<file path="src/rtl/ics_pkg.sv">
// Shared constants and types for the column projection block.
`timescale 1ns / 1ps
package ics_pkg;

  localparam int MAX_WIDTH  = 4096;
  localparam int MAX_HEIGHT = 65535;
  localparam int COL_W      = $clog2(MAX_WIDTH);
  localparam int ROW_W      = 16;
  localparam int WREG_W     = 13;
  localparam int SUM_W      = 24;
  localparam int PIX_W      = 8;
  localparam int ADDR_W     = 4;
  localparam int DATA_W     = 32;
  localparam int FIFO_DEPTH = 4;
  localparam int FIFO_AW    = $clog2(FIFO_DEPTH);
  localparam int FIFO_CW    = FIFO_AW + 1;

  // register indexes (paddr[3:2])
  localparam logic [1:0] REG_MODE   = 2'd0;
  localparam logic [1:0] REG_WIDTH  = 2'd1;
  localparam logic [1:0] REG_HEIGHT = 2'd2;

  localparam logic [WREG_W-1:0] WIDTH_RST  = WREG_W'(640);
  localparam logic [ROW_W-1:0]  HEIGHT_RST = ROW_W'(480);
  localparam logic [WREG_W-1:0] WIDTH_MAX  = WREG_W'(MAX_WIDTH);
  localparam logic [ROW_W-1:0]  HEIGHT_MAX = ROW_W'(MAX_HEIGHT);

  // effective geometry toward the datapath
  typedef struct packed {
    logic              mode;
    logic [WREG_W-1:0] width;
    logic [ROW_W-1:0]  height;
    logic              restart;
  } cfg_ctl_t;

  typedef struct packed {
    logic             last;
    logic [SUM_W-1:0] sum;
    logic [COL_W-1:0] column;
  } res_t;

endpackage

</file>
<file path="src/rtl/ics_res_fifo.sv">
// Small result queue taking up to two results per cycle.
`timescale 1ns / 1ps
module ics_res_fifo (
  input  logic                          clk,
  input  logic                          rst_n,
  input  logic                          push_a,
  input  ics_pkg::res_t                 data_a,
  input  logic                          push_b,
  input  ics_pkg::res_t                 data_b,
  output logic [ics_pkg::FIFO_CW-1:0]   count,
  output logic                          out_valid,
  output ics_pkg::res_t                 out_data,
  input  logic                          out_ready
);

  ics_pkg::res_t                 q [ics_pkg::FIFO_DEPTH];
  logic [ics_pkg::FIFO_AW-1:0]   wp_r, wp_nxt, rp_r, rp_nxt;
  logic [ics_pkg::FIFO_CW-1:0]   cnt_r, cnt_nxt;
  logic                          pop;
  logic [ics_pkg::FIFO_CW-1:0]   n_push;
  ics_pkg::res_t                 first_d;

  assign pop       = out_valid & out_ready;
  assign out_valid = (cnt_r != '0);
  assign out_data  = q[rp_r];
  assign count     = cnt_r;
  assign n_push    = ics_pkg::FIFO_CW'(push_a) + ics_pkg::FIFO_CW'(push_b);
  assign first_d   = push_a ? data_a : data_b;

  always_comb begin
    wp_nxt  = wp_r + ics_pkg::FIFO_AW'(n_push);
    rp_nxt  = rp_r + ics_pkg::FIFO_AW'(pop);
    cnt_nxt = cnt_r + n_push - ics_pkg::FIFO_CW'(pop);
  end

  always_ff @(posedge clk) begin
    if (push_a | push_b)
      q[wp_r] <= first_d;
    if (push_a & push_b)
      q[wp_r + ics_pkg::FIFO_AW'(1)] <= data_b;
  end

  always_ff @(posedge clk) begin
    if (!rst_n) begin
      wp_r  <= '0;
      rp_r  <= '0;
      cnt_r <= '0;
    end else begin
      wp_r  <= wp_nxt;
      rp_r  <= rp_nxt;
      cnt_r <= cnt_nxt;
    end
  end

endmodule

</file>
<file path="config.mk">
export PLATFORM = sky130hd
export DESIGN_NAME = ics_res_fifo
export DESIGN_NICKNAME = d
export VERILOG_FILES = /design/src/rtl/ics_pkg.sv /design/src/rtl/ics_res_fifo.sv
export SDC_FILE = /design/constraint.sdc
export NUM_CORES = 1
export LEC_CHECK = 0
export BUFFER_PORTS_ARGS = -buffer_cell sky130_fd_sc_hd__buf_2
export CAP_MARGIN = 20
export CORE_UTILIZATION = 35
export DETAILED_ROUTE_END_ITERATION = 16
export GPL_ROUTABILITY_DRIVEN = 0
export HOLD_SLACK_MARGIN = 0.15
export SYNTH_ARGS = -nofsm -noshare
export SYNTH_HDL_FRONTEND = slang
export SYNTH_SLANG_ARGS = --single-unit
</file>
<file path="constraint.sdc">
create_clock -name clk -period 4.6 [get_ports clk]
set_input_delay 0.92 -clock clk [delete_from_list [all_inputs] [get_ports clk]]
set_output_delay 0.92 -clock clk [all_outputs]
set_load 0.03 [all_outputs]
</file>
### Yosys cells after proc, flatten, opt, wreduce, memory -nomap -nowiden

Memories as Yosys holds them, arrays and structs flattened. A register that Yosys moved wholly into a read port is not among the register bits.
Index checks and enable logic that the tools add are counted.

| cells by class | value |
|---|---|
| add/sub/neg operators | 6 |
| multipliers | 0 |
| div/mod/pow operators | 0 |
| magnitude comparators | 0 |
| eq/ne operators | 0 |
| shift-type cells | 0 |
| muxes and demuxes | 6 |
| bitwise logic cells | 3 |
| reduce and logical (&&, ||, !) cells | 1 |

Operators with widths:

| cell | count |
|---|---|
| 37-bit 2-to-1 mux | 1 |
| 1-bit 2-to-1 mux | 4 |
| 3-bit by 2-bit adder with 3-bit output | 1 |
| 3-bit nonzero test | 1 |
| 3-bit by 1-bit subtractor with 3-bit output | 1 |
| 1-bit by 1-bit adder with 2-bit output | 1 |
| 2-bit by 1-bit adder with 2-bit output | 1 |
| 2-bit by 1-bit adder with 2-bit output (second input constant) | 1 |
| 2-bit adder | 1 |
| 1-bit AND | 2 |
| 2-bit 2-to-1 mux | 1 |
| 1-bit bitwise OR | 1 |

| word-level totals | value |
|---|---|
| flip-flop bits (word level) | 7 |
| bits in latches | 0 |
| memory bits (writable) | 148 |
| ROM bits | 0 |
| output and inout port bits | 41 |
| logic and storage cells | 20 |
| memories | 1 |

Memories:

| name | words | width | rd ports | clocked after memory_dff | write ports | RTL line | text |
|---|---|---|---|---|---|---|---|
| q | 4 | 37 | 1 | 1 | 2 | ics_res_fifo.sv:16 | `ics_pkg::res_t q [ics_pkg::FIFO_DEPTH];` |

### Longest topological paths before layout

| logic depth | value |
|---|---|
| word-level depth | 4 |
| depth in mapped cells | 10 |

### Worst setup path before layout

Ideal clock, no wire load.

| timing | value |
|---|---|
| path kind | in2reg |
| start | input port push_a |
| end | memory q[1][0] in the netlist's numbering, enable pin |
| arrival time | 4,196 ps |
| data required time | 4,112 ps |
| setup slack | -83 ps |
| stages | 4 |
| path buffers | 1 |
| cells stage by stage | buf_2 -> inv_1 -> ha_1 -> a211oi_1 |

RTL lines:

| item | RTL line | text |
|---|---|---|
| start: declaration | ics_res_fifo.sv:6 | `input logic push_a,` |
| end: declaration | ics_res_fifo.sv:16 |  |

==> summary.txt <==
Route
  • Final ANT Viol Nets: 0
  • DRC Markers: 0
  • Via density: 5.07
  • Vias: 4,177
  • DR WL/cell: 20.8 um
  • First drt pass iteration count: 4
  • Final wirelength: 17,200 um
  • Initial DRC Count: 207

Clocking
  • Clk_lat worst skew: 0.43 ns
  • Clk sinks: 155
  • H-tree lvl count: 4
  • TritonCTS clock tree: built
  • Number of buffers created by CTS: 17
  • CTS root buf: clkbuf_16
  • Reg clk slew, reported paths: 0.06 ns
  • Hold_buf cts: 0
  • Deepest clock path buffer count: 2
  • Post-CTS sizing: 0
  • Setup Buffers After CTS: 0

Die
  • Ports: 120
  • Die X: 149 um
  • Initial Util: 0.359
  • Core Area: 0.0212 sq mm
  • Chip height: 149 um
  • Die area: 0.0223 sq mm
  • Row cnt: 53

Synthesis
  • Synth async-reset ratio: 0
  • Net Count, Synth: 490
  • Synth cell count leaders: 148 x edfxtp_1, 144 x mux2_2, 37 x mux4_2, 8 x buf_4
  • Yosys top cell area share: 0.585
  • Synth Cell Area: 0.00759 sq mm
  • Sequential area share after synthesis: 0.604
  • Area leader, netlist: edfxtp_1
  • Syn Area/Cell: 18.7 sq um
  • Synth area leaders: edfxtp_1 59%, mux2_2 21%, mux4_2 11%, dfxtp_1 1.8%, buf_6 0.89%
  • Ys Warns: 0
  • Count leader, synth: edfxtp_1
  • EDFF count, synth: 148
  • Seq cells post-synth: 155
  • Cell count after synthesis: 405
  • Top_reg_cell synth: edfxtp_1
  • Synth cell types: 27

STA
  • Clk_skew: 0.00933 ns
  • Final setup fails: 0
  • Fmax: 0.313 GHz
  • Relative slew slack: 0.420
  • Worst Tran Pin Value: 0.871 ns
  • Period utilisation layout: 0.694
  • Min cycle time layout: 3.19 ns
  • Setup tns final: 0 ns
  • Worst setup margin: 1.41 ns
  • Final hold vios: 0
  • Unrepaired setup endpoints after global routing: false
  • Slew Limit Fails: 0

Placed design
  • Port-buffer cells: 119
  • Post-DP HPWL: 10,800 um
  • Pre-CTS WS: 1.42 ns
  • Placed cell area: 0.00856 sq mm

Layout
  • Fraction of layout cells with a size suffix above 1: 0.651
  • Final instance area: 0.00911 sq mm
  • Fin nets: 620
  • Area Growth Syn to Fin: 20.0%

Power
  • Power Density: 505 mW/mm^2
  • Max rail drop VDD: 0.000299 V
  • Leak: 0.00319 uW

Global routing
  • Global-route wire length before repair: 26,300 um
  • Total track usage: 0.163
  • Initial antenna violation count: 3
  • GRT overflow: 0
  • Largest net degree at the start of global routing: 40
  • Number of global-route vias before repair: 4,553

Job
  • Max Cap Viol: 0

Worst setup path
  • CP Class: reg -> out
  • Crit start category: register
  • Endpoint type of the worst setup path: output port
  • Critical Path Fanout Max: 23
  • Crit path DAT: 2.27 ns
  • Crit path required time: 3.68 ns

Hold path
  • HP Class: reg -> reg

Status
  • Outcome: finished clean
-- sequential cells by signal (all words and copies together), names as in the netlist --
signal,cells
q,148
rp_r,2
wp_r,2
count,3
-- logic make-up after synthesis --
kind of cell,synth area share
AND/OR/NAND/NOR,0.0101
flip-flops,0.604
buffers and inverters,0.0254
XOR/XNOR,0.00808
adder cells (fa/ha/maj),0.0109
AO/OA/AOI/OAI,0.0125
multiplexers,0.329
-- area by class of cell --
class | instances | area (sq um)
clock inverters | 14 | 113
diodes | 1 | 2.50
multi-input cells | 221 | 2880
clock buffers | 18 | 429
repair buffers | 134 | 733
flip-flops and latches | 155 | 4590
fillers | 1879 | 12000
well taps | 275 | 344
inverters | 6 | 22.5
-- placed cells by master (no fill, tap or decap), drive strengths merged --
cell type	count
mux2	148
clkbuf	18
ha	5
nor2b	1
o311ai	1
nand2	2
edfxtp	148
clkinv	6
nor2	2
o21ai	2
or3	2
fa	1
xnor2	6
clkinvlp	2
diode	1
nand3	1
buf	134
xor2	1
a211oi	2
and2	6
dfxtp	7
inv	12
mux4	37
o31ai	4
-- stage by stage --
stage | utilization | hold WS [ns] | cells | total power (uW)
finish | 0.431 | 0.663 | 824 | 4600
global route | 0.430 | 0.724 | 823 | 4810
CTS | 0.430 | 0.676 | 823 | 4670
detailed placement | 0.405 | 0.661 | 791 | 3360
global placement | 0.405 | 0.605 | 791 | 3330
floorplan | - | 0.552 | 405 | 2930
-- worst paths after layout --
kind                        from                   to  slack, ns  depth (start not counted)
max           rp_r[1]$_SDFF_PN0_          out_data[0]       1.41                          3
min          count[2]$_SDFF_PN0_  count[2]$_SDFF_PN0_       0.66                          2
max reg2reg   wp_r[1]$_SDFF_PN0_   q[0][20]$_DFFE_PP_       2.08                          4
min reg2reg  count[2]$_SDFF_PN0_  count[2]$_SDFF_PN0_       0.66                          2
-- report_power, final --
| part | total (uW) | switching, uW | internal [uW] |
|---|---|---|---|
| Sequential | 1970 | 177 | 1790 |
| Clock | 1310 | 609 | 701 |
| Combinational | 1320 | 748 | 570 |
-- per-layer routing --
| metal | vias up | track usage | routed length, um | part of all wire |
|---|---|---|---|---|
| met4 | 0 | 0.0500 | 146 | 0.0085 |
| met2 | 108 | 0.268 | 8630 | 0.50 |
| met3 | 11 | 0.0434 | 835 | 0.049 |
| li1 | 1912 | - | - | - |
| met5 | - | 0 | 0 | 0 |
| met1 | 2146 | 0.209 | 7550 | 0.44 |
-- worst max-delay path: stages (launching register included) --
cell	delay [ns]
dfxtp_2	0.81
buf_4	0.42
mux4_2	0.39
buf_2	0.20
Power figures use the tool's default switching activity.
