**src/rtl/ics_pkg.sv**
```systemverilog
// Shared constants and types for the column projection block.
`timescale 1ns / 1ps
package ics_pkg;

  localparam int MAX_WIDTH  = 4096;
  localparam int MAX_HEIGHT = 65535;
  localparam int COL_W      = $clog2(MAX_WIDTH);
  localparam int ROW_W      = 16;
  localparam int WREG_W     = 13;
  localparam int SUM_W      = 24;
  localparam int PIX_W      = 8;
  localparam int ADDR_W     = 4;
  localparam int DATA_W     = 32;
  localparam int FIFO_DEPTH = 4;
  localparam int FIFO_AW    = $clog2(FIFO_DEPTH);
  localparam int FIFO_CW    = FIFO_AW + 1;

  // register indexes (paddr[3:2])
  localparam logic [1:0] REG_MODE   = 2'd0;
  localparam logic [1:0] REG_WIDTH  = 2'd1;
  localparam logic [1:0] REG_HEIGHT = 2'd2;

  localparam logic [WREG_W-1:0] WIDTH_RST  = WREG_W'(640);
  localparam logic [ROW_W-1:0]  HEIGHT_RST = ROW_W'(480);
  localparam logic [WREG_W-1:0] WIDTH_MAX  = WREG_W'(MAX_WIDTH);
  localparam logic [ROW_W-1:0]  HEIGHT_MAX = ROW_W'(MAX_HEIGHT);

  // effective geometry toward the datapath
  typedef struct packed {
    logic              mode;
    logic [WREG_W-1:0] width;
    logic [ROW_W-1:0]  height;
    logic              restart;
  } cfg_ctl_t;

  typedef struct packed {
    logic             last;
    logic [SUM_W-1:0] sum;
    logic [COL_W-1:0] column;
  } res_t;

endpackage

```
**src/rtl/ics_cfg.sv**
```systemverilog
// Register file behind the configuration port, with clamped geometry.
`timescale 1ns / 1ps
module ics_cfg (
  input  logic                          clk,
  input  logic                          rst_n,
  input  logic                          cfg_psel,
  input  logic                          cfg_penable,
  input  logic                          cfg_pwrite,
  input  logic [ics_pkg::ADDR_W-1:0]    cfg_paddr,
  input  logic [ics_pkg::DATA_W-1:0]    cfg_pwdata,
  output logic [ics_pkg::DATA_W-1:0]    cfg_prdata,
  output logic                          cfg_pready,
  output ics_pkg::cfg_ctl_t             ctl
);

  logic                          mode_r;
  logic [ics_pkg::WREG_W-1:0]    width_r;
  logic [ics_pkg::ROW_W-1:0]     height_r;
  logic                          wr_en;
  logic [1:0]                    idx;

  assign cfg_pready = 1'b1;
  assign wr_en      = cfg_psel & cfg_penable & cfg_pwrite;
  assign idx        = cfg_paddr[3:2];

  always_ff @(posedge clk) begin
    if (!rst_n) begin
      mode_r   <= 1'b0;
      width_r  <= ics_pkg::WIDTH_RST;
      height_r <= ics_pkg::HEIGHT_RST;
    end else if (wr_en) begin
      unique case (idx)
        ics_pkg::REG_MODE:   mode_r   <= cfg_pwdata[0];
        ics_pkg::REG_WIDTH:  width_r  <= cfg_pwdata[ics_pkg::WREG_W-1:0];
        ics_pkg::REG_HEIGHT: height_r <= cfg_pwdata[ics_pkg::ROW_W-1:0];
        default: ;
      endcase
    end
  end

  always_comb begin
    unique case (idx)
      ics_pkg::REG_MODE:   cfg_prdata = {{(ics_pkg::DATA_W-1){1'b0}}, mode_r};
      ics_pkg::REG_WIDTH:  cfg_prdata = {{(ics_pkg::DATA_W-ics_pkg::WREG_W){1'b0}}, width_r};
      ics_pkg::REG_HEIGHT: cfg_prdata = {{(ics_pkg::DATA_W-ics_pkg::ROW_W){1'b0}}, height_r};
      default:             cfg_prdata = '0;
    endcase
  end

  always_comb begin
    ctl.mode = mode_r;
    if (width_r == '0)
      ctl.width = ics_pkg::WREG_W'(1);
    else if (width_r > ics_pkg::WIDTH_MAX)
      ctl.width = ics_pkg::WIDTH_MAX;
    else
      ctl.width = width_r;
    if (height_r == '0)
      ctl.height = ics_pkg::ROW_W'(1);
    else if (height_r > ics_pkg::HEIGHT_MAX)
      ctl.height = ics_pkg::HEIGHT_MAX;
    else
      ctl.height = height_r;
    // geometry writes restart the frame
    ctl.restart = wr_en & ((idx == ics_pkg::REG_WIDTH) | (idx == ics_pkg::REG_HEIGHT));
  end

endmodule

```
**config.mk**
```make
export PLATFORM = sky130hd
export DESIGN_NAME = ics_cfg
export DESIGN_NICKNAME = d
export VERILOG_FILES = /design/src/rtl/ics_pkg.sv /design/src/rtl/ics_cfg.sv
export SDC_FILE = /design/constraint.sdc
export NUM_CORES = 1
export LEC_CHECK = 0
export BUFFER_PORTS_ARGS = -buffer_cell sky130_fd_sc_hd__buf_2
export CAP_MARGIN = 25
export CORE_UTILIZATION = 30
export CTS_CLUSTER_DIAMETER = 30
export DETAILED_ROUTE_END_ITERATION = 8
export HOLD_SLACK_MARGIN = 0.1
export SYNTH_ARGS = -nofsm -noshare
export SYNTH_HDL_FRONTEND = slang
export SYNTH_SLANG_ARGS = --single-unit
```
**constraint.sdc**
```tcl
create_clock -name clk -period 1.27 [get_ports clk]
set_input_delay 0.254 -clock clk [delete_from_list [all_inputs] [get_ports clk]]
set_output_delay 0.254 -clock clk [all_outputs]
set_load 0.02 [all_outputs]
```
After elaboration in Yosys (flattened, before gate mapping)
Index checks and enable logic that the tools add are counted.
- flip-flop bits (word level): 30
- latch bits: 0
- bits in writable memories: 0
- ROM bits: 0
- input port bits: 41
- output and inout port bits: 64
- logic and storage cells: 22
- memories kept: 0
- $add $sub $neg: 0
- $mul: 0
- div/mod/pow operators: 0
- order comparisons: 2
- equal/unequal tests: 2
- shift-type cells: 0
- muxes and demuxes: 5
- bitwise gates (word level): 4
- reduce and logical (&&, ||, !) cells: 6
- operator list (kind ; number):
    16-bit case mux with 3 select lines ; 1
    16-bit 2-to-1 mux ; 2
    13-bit 2-to-1 mux ; 2
    16-bit greater-than comparator, second input constant ; 1
    16-bit logical NOT ; 1
    13-bit greater-than comparator, second input constant ; 1
    13-bit logical NOT ; 1
    2-bit AND reduction ; 3
    1-bit bitwise AND ; 3
    2-bit by 1-bit == test with 1-bit output, second input constant ; 1
    2-bit == test, second input constant ; 1
    2-bit logical NOT ; 1
    1-bit OR ; 1

Longest topological paths before layout
- depth after elaboration: 3
- gate-level depth with buffers: 7
- mapped depth without buffers: 4

Worst setup path after synthesis
No wires, ideal clock.
- path type: in2out
- start point: in cfg_paddr[2] (netlist bit)
- end point: out cfg_prdata[10] (netlist bit)
- data arrival time: 1.127 ns
- required time: 1.016 ns
- path slack: -0.111 ns
- cell stages on the path: 6
- buffers on the path: 2
- path through: inv_1 ha_1 buf_6 buf_2 a22oi_1 nor2_1
- longest elaborated chain between the ends: 2
- elaborated cells between the ends (all ways): 4
- classes of those cells: eq/ne (2); mux (1); reduce/logical (1)
- ends and longest elaborated chain (item ; RTL line ; text):
    start: declaration ; ics_cfg.sv:9 ; input logic [ics_pkg::ADDR_W-1:0] cfg_paddr,
    2-bit == test, or another cell as far along ; ics_cfg.sv:42 ; unique case (idx)
    16-bit case mux with 3 select lines * ; ics_cfg.sv:42 ;
    end: declaration ; ics_cfg.sv:11 ; output logic [ics_pkg::DATA_W-1:0] cfg_prdata,
Every way passes the cells marked *; elsewhere a longest branch is shown, timed or not.

==> out/qor.txt <==
Post-route DRC - 0
EDFF count, synth - 0
number of CTS-inserted buffers - 5
Diodes inserted - 0
Inst Count DP - 368
initial antenna violation count - 0
gr ovfl total - 0
synth unique cells - 23
top cells by count, synth - nand2_1, dfxtp_1, mux2i_1
Combinational Power Share - 19.3%
RSZ-0062 raised after global routing - yes
fin nets - 350
switch share - 27.5%
share of synthesized registers carrying an async set or reset - 0%
Max VDD drop - 0.419 mV
fin cells - 381
WL met3 - 269 um
WS Path Type - reg -> out
via count - 1,734
Final HPWL DP - 3740 um
fin util - 51.8%
most common cell in the netlist - nand2_1
# setup viols final - 27
crit-path max cell delay - 0.34 ns
CTS Buffer Depth - 2
WL/cell - 13.9 um
top cell type by total area after synthesis - dfxtp_1
final worst path period need - 1.51 ns
wl on met1 - 2510 um
Worst Path Max Fanout - 2
Fmax - 663 MHz
failing checks - negative setup slack
clk sinks - 30
overall power - 0.00217 W
PD cells - 712 mW/mm^2
sequential power share - 44.5%
Clk network pwr share - 36.2%
internal cell power - 0.00157 W
routed length on met2 - 2490 um
Lkg Pwr - 1.35 nW
sequential area share after synthesis - 33.0%
Critical Path RT - 1.02 ns
crit path DAT - 1.25 ns
Worst setup EP type - primary output
area grow syn2layout - 67.2%
Area contributors post-synth - dfxtp_1, mux2i_1, nand2_1
Worst-Skew Late Latency - 0.27 ns
Max Cap Violations - 0
Switch Pwr - 0.000597 W
Fillers - 540
WL final - 5300 um
IO Port Bufs - 69
setup TNS - -3.04 ns
global-route wire length before repair - 8090 um
H-Tree Depth - 2
initial core utilization - 31.0%
CP startpoint kind - flop
Cell Rows - 28
top cell type's share of synthesized area - 33.0%
number of global-route vias before repair - 1,636
first-pass detailed-route iteration total - 4
netlist area before placement - 0.00182 sq mm
Clock transition at path regs - 0.06 ns
HP Class - in -> reg
Finished Cell Area - 0.00305 sq mm
fin crit share - 119%
slowest CP cell - dfxtp_2
DR vias/cell - 4.55
post-synthesis cell count - 222
die width - 79.9 um
Antenna Nets Post-Route - 0
Final WS setup - -0.239 ns
fin. max-slew vios - 0
all-layer global routing usage - 16.6%
Cell Chain, Critical Path - nor4_4 -> a41o_1 -> buf_6
Chip Height - 79.9 um
Post-Syn Area per Cell - 8.21 sq um
top routing layer in use - met4
post-synthesis register bit count - 30
core area - 0.00589 sq mm
synth warn - 0
GPL Wtd Cong - 0.771
root buf cell - clkbuf_8
share of layout cells above drive strength 1 - 60.1%
endpoints failing hold - 0
DP Area - 0.00235 sq mm
Ports - 105
CTS tree - yes
full die area - 0.00639 sq mm
status - finished, violations left
clk_skew - 0 ns
pin count of the biggest net entering global routing - 37
top_reg_cell synth - dfxtp_1
DR iter-0 viols - 94
[power by group through the flow]
stage	Clock (W)	Sequential [W]	Combinational (W)
floorplan	0	0.000983	0.000246
global placement	0	0.000982	0.000331
detailed placement	0	0.000983	0.000332
CTS	0.000798	0.000967	0.000394
global route	0.000843	0.000966	0.000450
finish	0.000784	0.000965	0.000418
[sequential cells by signal (all words and copies together) (netlist names)]
name / count
height_r: 16
mode_r: 1
width_r: 13
[cell families (layout without fill, tap and decap cells)]
group	count (synthesis)	after routing	synth area share [%]
AOI/OAI and AO/OA	15	15	6.59
DFF	30	30	33.0
muxes	30	30	16.5
and+or+nand+nor	90	90	24.2
adders and majority gates	4	4	2.75
buffers and inverters	51	120	16.6
other	2	17	0.412
[through the flow]
stage               setup slack, ns  hold WS (ns)
floorplan                   -0.0665         0.396
global placement             -0.235         0.467
detailed placement           -0.247         0.478
CTS                          -0.252         0.207
global route                 -0.279         0.224
finish                       -0.239         0.214
[what timing repair did]
action | in CTS | in global routing
pin swaps | 21 | 17
setup buffers | 5 | 1
gates resized for setup | 117 | 49
hold buffers | 0 | 0
endpoints found under the setup margin | 31 | 33
[layer usage]
metal	vias to the layer above	track usage (%)
li1	862	-
met1	821	21.8
met2	47	26.8
met3	4	4.57
met4	0	3.75
met5	-	0
[final timing paths]
path / start / end / slack [ns] / cells after the start
setup / recovery: height_r[2] / ctl[1] / -0.24 / 3
hold / removal: cfg_pwdata[14] / height_r[14] / 0.21 / 3
setup reg to reg: height_r[6] / height_r[6] / 0.41 / 4
hold reg to reg: height_r[3] / height_r[3] / 0.49 / 2
[area by class of cell]
cell class	count	area [sq um]	area share [%]
inverter	3	16.3	0.534
tap	75	93.8	3.08
clock inverter	1	5.00	0.164
timing repair buffer	109	986	32.4
multi-input combinational	156	1220	40.1
sequential	30	637	20.9
clock buffer	7	86.3	2.83
[layout by cell type (no fill, tap or decap), types with 8 or more instances in the layout]
cell type / n
dfxtp_2: 23
buf_6: 42
conb_1: 17
nor2_2: 8
nor2b_1: 14
buf_2: 34
nor2b_4: 8
mux2i_1: 30
a22oi_2: 12
nand2_1: 39
buf_4: 23
[worst max-delay path: cells and delay by family (launching register included)]
kind,cells,cell delay [ns]
DFF,1,0.34
and+or+nand+nor,1,0.27
AOI/OAI and AO/OA,1,0.24
buffers and inverters,1,0.13
Power figures use the tool's default switching activity.
